[src/hw/rtl/tie_pkg.sv]
// Shared types and constants of the tiny ISA execute unit.
`timescale 1ns / 1ps

package tie_pkg;

  typedef enum logic [2:0] {
    OP_MOV  = 3'd0,
    OP_ADD  = 3'd1,
    OP_ADDI = 3'd2,
    OP_CMP  = 3'd3,
    OP_JE   = 3'd4,
    OP_JMP  = 3'd5,
    OP_LD   = 3'd6,
    OP_ST   = 3'd7
  } op_e;

  localparam logic [5:0] BASE_COST = 6'd1;
  localparam logic [5:0] HIT_COST  = 6'd2;
  localparam logic [5:0] MISS_COST = 6'd45;

  typedef struct packed {
    logic       en;
    logic       is_ld;
    logic [7:0] addr;
    logic [7:0] wdata;
  } mem_req_t;

endpackage

[src/hw/rtl/tie_ram.sv]
// Generic RAM with one write port and one registered read port.
`timescale 1ns / 1ps

module tie_ram #(
  parameter int WIDTH = 8,
  parameter int DEPTH = 8
) (
  input  logic                     clk_i,
  input  logic                     we_i,
  input  logic [$clog2(DEPTH)-1:0] waddr_i,
  input  logic [WIDTH-1:0]         wdata_i,
  input  logic                     re_i,
  input  logic [$clog2(DEPTH)-1:0] raddr_i,
  output logic [WIDTH-1:0]         rdata_o
);

  logic [WIDTH-1:0] mem_q [DEPTH];
  logic [WIDTH-1:0] rdata_q;

  always_ff @(posedge clk_i) begin
    if (we_i) begin
      mem_q[waddr_i] <= wdata_i;
    end
    if (re_i) begin
      rdata_q <= mem_q[raddr_i];
    end
  end

  assign rdata_o = rdata_q;

endmodule

[src/hw/rtl/tie_regfile.sv]
// Register file with two registered read ports, reset-valid bits and write bypass.
`timescale 1ns / 1ps

module tie_regfile #(
  parameter int NUM_REGS = 6
) (
  input  logic       clk_i,
  input  logic       rst_ni,
  input  logic       rd_en_i,
  input  logic [2:0] rd_a_idx_i,
  input  logic [2:0] rd_b_idx_i,
  input  logic       wr_en_i,
  input  logic [2:0] wr_idx_i,
  input  logic [7:0] wr_data_i,
  output logic [7:0] a_val_o,
  output logic [7:0] b_val_o
);

  localparam int RegAw = (NUM_REGS > 1) ? $clog2(NUM_REGS) : 1;
  localparam int RegN  = 1 << RegAw;

  logic [RegAw-1:0] a_addr, b_addr, w_addr;
  logic             a_ok, b_ok, w_ok, w_en;
  logic [RegN-1:0]  vld_q;
  logic             a_ok_q, b_ok_q, a_vld_q, b_vld_q, a_fwd_q, b_fwd_q;
  logic [7:0]       a_fwd_data_q, b_fwd_data_q;
  logic [7:0]       a_rdata, b_rdata;

  assign a_ok   = 32'(rd_a_idx_i) < NUM_REGS;
  assign b_ok   = 32'(rd_b_idx_i) < NUM_REGS;
  assign w_ok   = 32'(wr_idx_i) < NUM_REGS;
  assign a_addr = RegAw'(rd_a_idx_i);
  assign b_addr = RegAw'(rd_b_idx_i);
  assign w_addr = RegAw'(wr_idx_i);
  assign w_en   = wr_en_i && w_ok;

  tie_ram #(.WIDTH(8), .DEPTH(RegN)) u_ram_a (
    .clk_i   (clk_i),
    .we_i    (w_en),
    .waddr_i (w_addr),
    .wdata_i (wr_data_i),
    .re_i    (rd_en_i),
    .raddr_i (a_addr),
    .rdata_o (a_rdata)
  );

  tie_ram #(.WIDTH(8), .DEPTH(RegN)) u_ram_b (
    .clk_i   (clk_i),
    .we_i    (w_en),
    .waddr_i (w_addr),
    .wdata_i (wr_data_i),
    .re_i    (rd_en_i),
    .raddr_i (b_addr),
    .rdata_o (b_rdata)
  );

  always_ff @(posedge clk_i or negedge rst_ni) begin
    if (!rst_ni) begin
      vld_q   <= '0;
      a_ok_q  <= 1'b0;
      b_ok_q  <= 1'b0;
      a_vld_q <= 1'b0;
      b_vld_q <= 1'b0;
      a_fwd_q <= 1'b0;
      b_fwd_q <= 1'b0;
    end else begin
      if (w_en) begin
        vld_q[w_addr] <= 1'b1;
      end
      if (rd_en_i) begin
        a_ok_q  <= a_ok;
        b_ok_q  <= b_ok;
        a_vld_q <= vld_q[a_addr];
        b_vld_q <= vld_q[b_addr];
        a_fwd_q <= w_en && (w_addr == a_addr);
        b_fwd_q <= w_en && (w_addr == b_addr);
      end
    end
  end

  always_ff @(posedge clk_i) begin
    if (rd_en_i) begin
      a_fwd_data_q <= wr_data_i;
      b_fwd_data_q <= wr_data_i;
    end
  end

  assign a_val_o = !a_ok_q ? 8'd0 : a_fwd_q ? a_fwd_data_q : a_vld_q ? a_rdata : 8'd0;
  assign b_val_o = !b_ok_q ? 8'd0 : b_fwd_q ? b_fwd_data_q : b_vld_q ? b_rdata : 8'd0;

endmodule

[src/hw/rtl/tie_dmem.sv]
// Data memory with per-byte touched bits and hit detection.
`timescale 1ns / 1ps

module tie_dmem
  import tie_pkg::*;
#(
  parameter int MEM_DEPTH = 256
) (
  input  logic     clk_i,
  input  logic     rst_ni,
  input  mem_req_t req_i,
  output logic     hit_o,
  output logic [7:0] rdata_o
);

  localparam int MemAw = $clog2(MEM_DEPTH);

  function automatic logic [MemAw-1:0] mod_depth(input logic [7:0] v);
    logic [11:0] r;
    r = 12'(v);
    for (int k = 3; k >= 0; k--) begin
      if (r >= 12'(MEM_DEPTH << k)) begin
        r = r - 12'(MEM_DEPTH << k);
      end
    end
    return MemAw'(r);
  endfunction

  logic [MemAw-1:0]     addr;
  logic [MEM_DEPTH-1:0] touched_q;
  logic                 hit, we, re;

  assign addr  = mod_depth(req_i.addr);
  assign hit   = touched_q[addr];
  assign we    = req_i.en && (!req_i.is_ld || !hit);
  assign re    = req_i.en && req_i.is_ld && hit;
  assign hit_o = hit;

  always_ff @(posedge clk_i or negedge rst_ni) begin
    if (!rst_ni) begin
      touched_q <= '0;
    end else if (req_i.en) begin
      touched_q[addr] <= 1'b1;
    end
  end

  tie_ram #(.WIDTH(8), .DEPTH(MEM_DEPTH)) u_ram (
    .clk_i   (clk_i),
    .we_i    (we),
    .waddr_i (addr),
    .wdata_i (req_i.wdata),
    .re_i    (re),
    .raddr_i (addr),
    .rdata_o (rdata_o)
  );

endmodule

[src/hw/rtl/tiny_isa_execute_unit.sv]
// Top level of the tiny ISA execute unit: decode, execute, counters and result register.
//
//   channel  direction  handshake                    payload
//   cfg      in         cfg_valid_i / cfg_ready_o    cfg_program_base_i
//   in       in         in_valid_i / in_stall_o      op, reg_a, reg_b, imm, target
//   out      out        out_valid_o / out_stall_i    next_index .. ldst_total
//
// One instruction per cycle unless a stalled result or an LD holds the input; a request
// passes through the input register (register file read) and then the result register.
// LD blocks the input while it executes: the data memory read is registered
// and its register write lands the cycle after execute.
// Reset clears registers, flag, touched bits, index and totals; no clearing pass.
// A stalled result holds; the input register still takes one more request.
`timescale 1ns / 1ps

module tiny_isa_execute_unit
  import tie_pkg::*;
#(
  parameter int NUM_REGS  = 6,
  parameter int MEM_DEPTH = 256
) (
  input  logic              clk_i,
  input  logic              rst_ni,
  input  logic              cfg_valid_i,
  output logic              cfg_ready_o,
  input  logic [15:0]       cfg_program_base_i,
  input  logic              in_valid_i,
  output logic              in_stall_o,
  input  logic [2:0]        op_i,
  input  logic [2:0]        reg_a_i,
  input  logic [2:0]        reg_b_i,
  input  logic signed [7:0] imm_i,
  input  logic [15:0]       target_i,
  output logic              out_valid_o,
  input  logic              out_stall_i,
  output logic [15:0]       next_index_o,
  output logic              jump_taken_o,
  output logic [5:0]        step_cycles_o,
  output logic              mem_hit_o,
  output logic [31:0]       instr_total_o,
  output logic [31:0]       cycle_total_o,
  output logic [31:0]       hit_total_o,
  output logic [31:0]       ldst_total_o
);

  logic [15:0] base_q;
  logic        s1_valid_q;
  op_e         s1_op_q;
  logic [2:0]  s1_ra_q;
  logic [7:0]  s1_imm_q;
  logic [15:0] s1_target_q;

  logic        eq_q, eq_d;
  logic [15:0] index_q, index_d;
  logic [31:0] instr_q, cycles_q, hits_q, ldst_q;
  logic        res_valid_q, res_jump_q, res_hit_q;
  logic [5:0]  res_cycles_q;
  logic        ld_q, ld_hit_q;
  logic [2:0]  ld_ra_q;

  logic        accept, exec_go, s1_is_ld, s1_is_mem;
  logic [7:0]  a_val, b_val;
  logic        wb_en;
  logic [7:0]  wb_data;
  logic        jump;
  logic [5:0]  cost;
  logic        hit;
  logic        dmem_hit;
  logic [7:0]  dmem_rdata;
  mem_req_t    mem_req;
  logic        rf_we;
  logic [2:0]  rf_widx;
  logic [7:0]  rf_wdata;

  assign cfg_ready_o = 1'b1;
  assign s1_is_ld    = s1_op_q == OP_LD;
  assign s1_is_mem   = (s1_op_q == OP_LD) || (s1_op_q == OP_ST);
  assign exec_go     = s1_valid_q && (!res_valid_q || !out_stall_i);
  assign in_stall_o  = s1_valid_q && (!exec_go || s1_is_ld);
  assign accept      = in_valid_i && !in_stall_o;

  assign mem_req.en    = exec_go && s1_is_mem;
  assign mem_req.is_ld = s1_is_ld;
  assign mem_req.addr  = s1_is_ld ? b_val : a_val;
  assign mem_req.wdata = s1_is_ld ? 8'd0 : b_val;

  always_comb begin
    wb_en   = 1'b0;
    wb_data = a_val;
    eq_d    = eq_q;
    jump    = 1'b0;
    cost    = BASE_COST;
    hit     = 1'b0;
    unique case (s1_op_q)
      OP_MOV: begin
        wb_en   = 1'b1;
        wb_data = s1_imm_q;
      end
      OP_ADD: begin
        wb_en   = 1'b1;
        wb_data = a_val + b_val;
      end
      OP_ADDI: begin
        wb_en   = 1'b1;
        wb_data = a_val + s1_imm_q;
      end
      OP_CMP: begin
        eq_d = a_val == b_val;
      end
      OP_JE: begin
        jump = eq_q;
        eq_d = 1'b0;
      end
      OP_JMP: begin
        jump = 1'b1;
      end
      OP_LD, OP_ST: begin
        hit  = dmem_hit;
        cost = dmem_hit ? HIT_COST : MISS_COST;
      end
    endcase
    index_d = jump ? (s1_target_q - base_q) : (index_q + 16'd1);
  end

  assign rf_we    = ld_q || (exec_go && wb_en);
  assign rf_widx  = ld_q ? ld_ra_q : s1_ra_q;
  assign rf_wdata = ld_q ? (ld_hit_q ? dmem_rdata : 8'd0) : wb_data;

  tie_regfile #(.NUM_REGS(NUM_REGS)) u_regfile (
    .clk_i      (clk_i),
    .rst_ni     (rst_ni),
    .rd_en_i    (accept),
    .rd_a_idx_i (reg_a_i),
    .rd_b_idx_i (reg_b_i),
    .wr_en_i    (rf_we),
    .wr_idx_i   (rf_widx),
    .wr_data_i  (rf_wdata),
    .a_val_o    (a_val),
    .b_val_o    (b_val)
  );

  tie_dmem #(.MEM_DEPTH(MEM_DEPTH)) u_dmem (
    .clk_i   (clk_i),
    .rst_ni  (rst_ni),
    .req_i   (mem_req),
    .hit_o   (dmem_hit),
    .rdata_o (dmem_rdata)
  );

  always_ff @(posedge clk_i or negedge rst_ni) begin
    if (!rst_ni) begin
      base_q      <= '0;
      s1_valid_q  <= 1'b0;
      s1_op_q     <= OP_MOV;
      eq_q        <= 1'b0;
      index_q     <= '0;
      instr_q     <= '0;
      cycles_q    <= '0;
      hits_q      <= '0;
      ldst_q      <= '0;
      res_valid_q <= 1'b0;
      ld_q        <= 1'b0;
    end else begin
      if (cfg_valid_i) begin
        base_q <= cfg_program_base_i;
      end
      if (accept) begin
        s1_valid_q <= 1'b1;
        s1_op_q    <= op_e'(op_i);
      end else if (exec_go) begin
        s1_valid_q <= 1'b0;
      end
      ld_q <= exec_go && s1_is_ld;
      if (exec_go) begin
        eq_q        <= eq_d;
        index_q     <= index_d;
        instr_q     <= instr_q + 32'd1;
        cycles_q    <= cycles_q + 32'(cost);
        hits_q      <= hits_q + 32'(hit);
        ldst_q      <= ldst_q + 32'(s1_is_mem);
        res_valid_q <= 1'b1;
      end else if (!out_stall_i) begin
        res_valid_q <= 1'b0;
      end
    end
  end

  always_ff @(posedge clk_i) begin
    if (accept) begin
      s1_ra_q     <= reg_a_i;
      s1_imm_q    <= $unsigned(imm_i);
      s1_target_q <= target_i;
    end
    if (exec_go) begin
      res_jump_q   <= jump;
      res_hit_q    <= hit;
      res_cycles_q <= cost;
      ld_ra_q      <= s1_ra_q;
      ld_hit_q     <= dmem_hit;
    end
  end

  assign out_valid_o   = res_valid_q;
  assign next_index_o  = index_q;
  assign jump_taken_o  = res_jump_q;
  assign step_cycles_o = res_cycles_q;
  assign mem_hit_o     = res_hit_q;
  assign instr_total_o = instr_q;
  assign cycle_total_o = cycles_q;
  assign hit_total_o   = hits_q;
  assign ldst_total_o  = ldst_q;

  // no request in execute while a load writes back
  a_ld_wb_alone: assert property (@(posedge clk_i) disable iff (!rst_ni)
    ld_q |-> !s1_valid_q)
    else $error("execute overlaps load write-back");

  a_instr_count: assert property (@(posedge clk_i) disable iff (!rst_ni)
    exec_go |=> instr_total_o == $past(instr_total_o) + 32'd1)
    else $error("instruction total did not advance");

  a_hit_cost: assert property (@(posedge clk_i) disable iff (!rst_ni)
    (out_valid_o && mem_hit_o) |-> step_cycles_o == HIT_COST)
    else $error("hit with wrong cost");

  a_jump_no_mem: assert property (@(posedge clk_i) disable iff (!rst_ni)
    out_valid_o |-> !(jump_taken_o && mem_hit_o))
    else $error("jump and memory hit together");

  a_ld_blocks_input: assert property (@(posedge clk_i) disable iff (!rst_ni)
    (exec_go && s1_is_ld) |=> !s1_valid_q)
    else $error("request taken behind a load");

endmodule
[config.mk]
export PLATFORM = sky130hd
export DESIGN_NAME = tiny_isa_execute_unit
export DESIGN_NICKNAME = d
export VERILOG_FILES = /design/src/hw/rtl/tie_pkg.sv /design/src/hw/rtl/tie_ram.sv /design/src/hw/rtl/tie_regfile.sv /design/src/hw/rtl/tie_dmem.sv /design/src/hw/rtl/tiny_isa_execute_unit.sv
export SDC_FILE = /design/constraint.sdc
export NUM_CORES = 2
export LEC_CHECK = 0
export BUFFER_PORTS_ARGS = -buffer_cell sky130_fd_sc_hd__buf_2
export CORE_MARGIN = 2
export CORE_UTILIZATION = 56
export DETAILED_ROUTE_END_ITERATION = 6
export PLACE_DENSITY_LB_ADDON = 0.05
export REMOVE_ABC_BUFFERS = 1
export SKIP_LAST_GASP = 1
export SLEW_MARGIN = 30
export SYNTH_ARGS = -nofsm -noshare
export SYNTH_HDL_FRONTEND = slang
export SYNTH_SLANG_ARGS = --single-unit
export TNS_END_PERCENT = 20
[constraint.sdc]
create_clock -name clk_i -period 8.85 [get_ports clk_i]
set_input_delay 0.885 -clock clk_i [delete_from_list [all_inputs] [get_ports clk_i]]
set_output_delay 0.885 -clock clk_i [all_outputs]
set_load 0.01 [all_outputs]
==> results.cfg <==
[outcome]
outcome = finished, final reports clean

[yosys]
ys_warn_count = 0
synth.top_cell.area_share_pct = 63.3
ys_dominant_reg_cell = edfxtp_1
synth_edf_count = 2179
synthArstFlopShare_pct = 16.7
synth_seq_cells = 2616
yosysTopAreaCell = edfxtp_1
seq_area_frac_synth_pct = 73.8
syn_area_um2 = 103000
syn_inst = 5683
synth.area.top_cells = edfxtp_1, mux4_2, dfrtp_1, a22oi_1, o21bai_1
postSynthAreaPerCell_um2 = 18.2
synthDistinctLibCells = 79

[sta]
fin_ws_ns = 2.00
whs_ns = 0.165
setup_tns_ns = 0
period_minus_slack_ns = 6.85
max_freq_mhz = 146
period_share_pct = 77.5
finalSetupViolations = 0
hold_viol_final = 0
worst_slew_pin_slew_ns = 1.09
rsz0062_at_grt = false
maxSlewViolCount = 0
fin_skew_ns = 0.0502
maxSlewHeadroom_pct = 27.3

[floorplanning]
num_rows = 157
coreArea_um2 = 183000
die_area_um2 = 188000
fp.dieW_um = 434
ioPinCount = 209
initial_core_util_pct = 56.4
die_h_um = 434

[drt]
drt_iter0_drc = 7118
wl_per_cell_um = 31.3
wl_met3_um = 23300
drc = 0
drt_first_pass_iters = 6
met1_length_um = 110000
wirelength_um = 271000
vias_per_cell = 6.49
ant_nets = 0
via_count = 56142
route.met2.wl_um = 129000
routed.top_layer = met5

[cts]
clock_path_buffers = 4
root_buffer = clkbuf_16
cts_inserted_buffers = 281
cts_tree = yes
cts_setup_buffers = 0
clock-sinks = 2616
clkSlewWorstSetupHoldPaths_ns = 0.06
cts_hold_buf = 1
htree_levels = 5
cts_resized = 0
clock_latency_ns = 0.92

[final_layout]
fin_nets = 6066
final_util_pct = 63.5
drive_above_1_share_pct = 22.3
syn2layout_area_growth_pct = 12.5

[place]
dp_hpwl_um = 163000
gp_congestion = 0.855
io_buffers = 206
dp_slack_ns = 2.10

[worst_hold_path]
hold_depth = 1
hold_class = in2reg

[grt]
grt_max_degree = 165
grt_antenna_before_repair = 16
gr-usage-all-layers_pct = 29.0
globalRouteOverflowTotal = 0
grt_first_pass_wirelength_um = 393000
grt_pass1_vias = 55559

[setup_path]
setup.worst_path.class = reg2reg
crit_arrival_ns = 7.37
cp_max_fo = 19
crit_required_ns = 9.37
startpoint_type = register
r2r_cells = 13
cp-end-kind = register

[power_and_ir_drop]
pwr-share-clk_pct = 35.2
netSwitchingFraction_pct = 28.2
vdd_drop_max_v = 0.000206
switchingPower_w = 0.00897
leakagePower_nw = 39.9
combinationalPowerShare_pct = 19.4
intPower_w = 0.0229
pwr-share-seq_pct = 45.4
power.density_nw_per_um2 = 273

[job]
cap_violations = 0
[placed cells by master, fill, tap and decap left out, types with 30 or more instances in the layout]
cell	n
buf_4	117
nand3_1	60
clkbuf_16	289
o21bai_1	253
o21ai_0	129
a22oi_1	256
edfxtp_1	2179
xnor2_1	122
clkinv_1	45
dfrtp_1	437
nand2_1	198
clkbuf_1	52
ha_1	30
mux4_2	548
clkinv_2	47
inv_1	47
and3_1	35
nor2_1	350
buf_2	205
a21oi_1	164
nand4_1	37
o22ai_1	138
[final timing paths]
kind | start | end | slack, ns
worst max-delay path | s1_op_q[1] | u_dmem.u_ram.mem_q[10][4] | 2.00
worst min-delay path | target_i[5] | s1_target_q[5] | 0.17
worst max register to register | s1_op_q[1] | u_dmem.u_ram.mem_q[10][4] | 2.00
worst min register to register | u_regfile.vld_q[6] | u_regfile.vld_q[6] | 0.40
max in group asynchronous | rst_ni | u_dmem.touched_q[102] | 6.84
min in group asynchronous | rst_ni | hit_total_o[29] | 0.60
[registers in the layout, indices dropped and copies added (netlist names), 16 cells and up]
register	cells
u_dmem.u_ram.mem_q	2048
u_dmem.touched_q	256
u_regfile.u_ram_a.mem_q	64
cycle_total_o	32
hit_total_o	32
instr_total_o	32
ldst_total_o	32
base_q	16
next_index_o	16
s1_target_q	16
[through the flow]
step | instance area [µm²] | instances | total power, W
after floorplan | 102000 | 5352 | 0.0198
after global placement | 108000 | 8155 | 0.0208
after detailed placement | 108000 | 8158 | 0.0209
after CTS | 116000 | 8642 | 0.0319
after global routing | 116000 | 8644 | 0.0329
final | 116000 | 8645 | 0.0318
[cell usage after synthesis, drive strengths merged, types with 13 or more instances]
master and n:
a21oi 167, a22oi 258, a41oi 16, and3 36, buf 125, clkbuf 222
dfrtp 437, edfxtp 2179, ha 30, inv 49, mux2 20, mux4 548
nand2 209, nand3 66, nand4 37, nor2 369, nor3 18, nor4 29
o211ai 13, o21ai 146, o21bai 253, o22ai 140, xnor2 122, xor2 29
[layer usage]
| layer | track usage (%) | vias up |
|---|---|---|
| met1 | 41.4 | 29399 |
| met4 | 9.50 | 14 |
| met2 | 45.2 | 2786 |
| li1 | - | 23478 |
| met3 | 5.98 | 465 |
| met5 | 0 | - |
[worst max-delay path: stages (launching register included)]
cell and delay (ns):
dfrtp_1 0.62, and3b_1 0.23, buf_4 0.37, nand3_1 0.20, o21ai_1 0.51, nand2_1 0.66, buf_4 0.42, a41oi_1 0.30
nor4_1 0.17, o22ai_2 0.43, nor2_2 0.10, nand2_2 0.67, nand3_1 0.86, nor2_1 0.85
[cell families after synthesis]
group / synth area share (%)
flip-flops: 73.8
other: 0.00726
multiplexers: 12.2
XOR/XNOR: 1.28
buffers and inverters: 1.61
AND/OR/NAND/NOR: 3.57
AO/OA/AOI/OAI: 7.07
adder cells (fa/ha/maj): 0.421
[area by class of cell]
class	instances	area (µm²)
Inverter	50	188
Clock buffer	357	7650
Sequential cell	2616	76400
Clock inverter	126	1030
Timing Repair Buffer	344	2320
Tap cell	2464	3080
Fill cell	12795	66900
Multi-Input combinational cell	2686	25700
Antenna cell	2	5.00
[power groups by stage]
stage               registers (W)  logic, W  clock network [W]
finish                     0.0144   0.00619             0.0112
global placement           0.0147   0.00609                  0
CTS                        0.0144   0.00618             0.0113
global route               0.0145   0.00656             0.0118
floorplan                  0.0149   0.00496                  0
detailed placement         0.0147   0.00616                  0
Note: power is estimated with default switching activity, not from simulation.
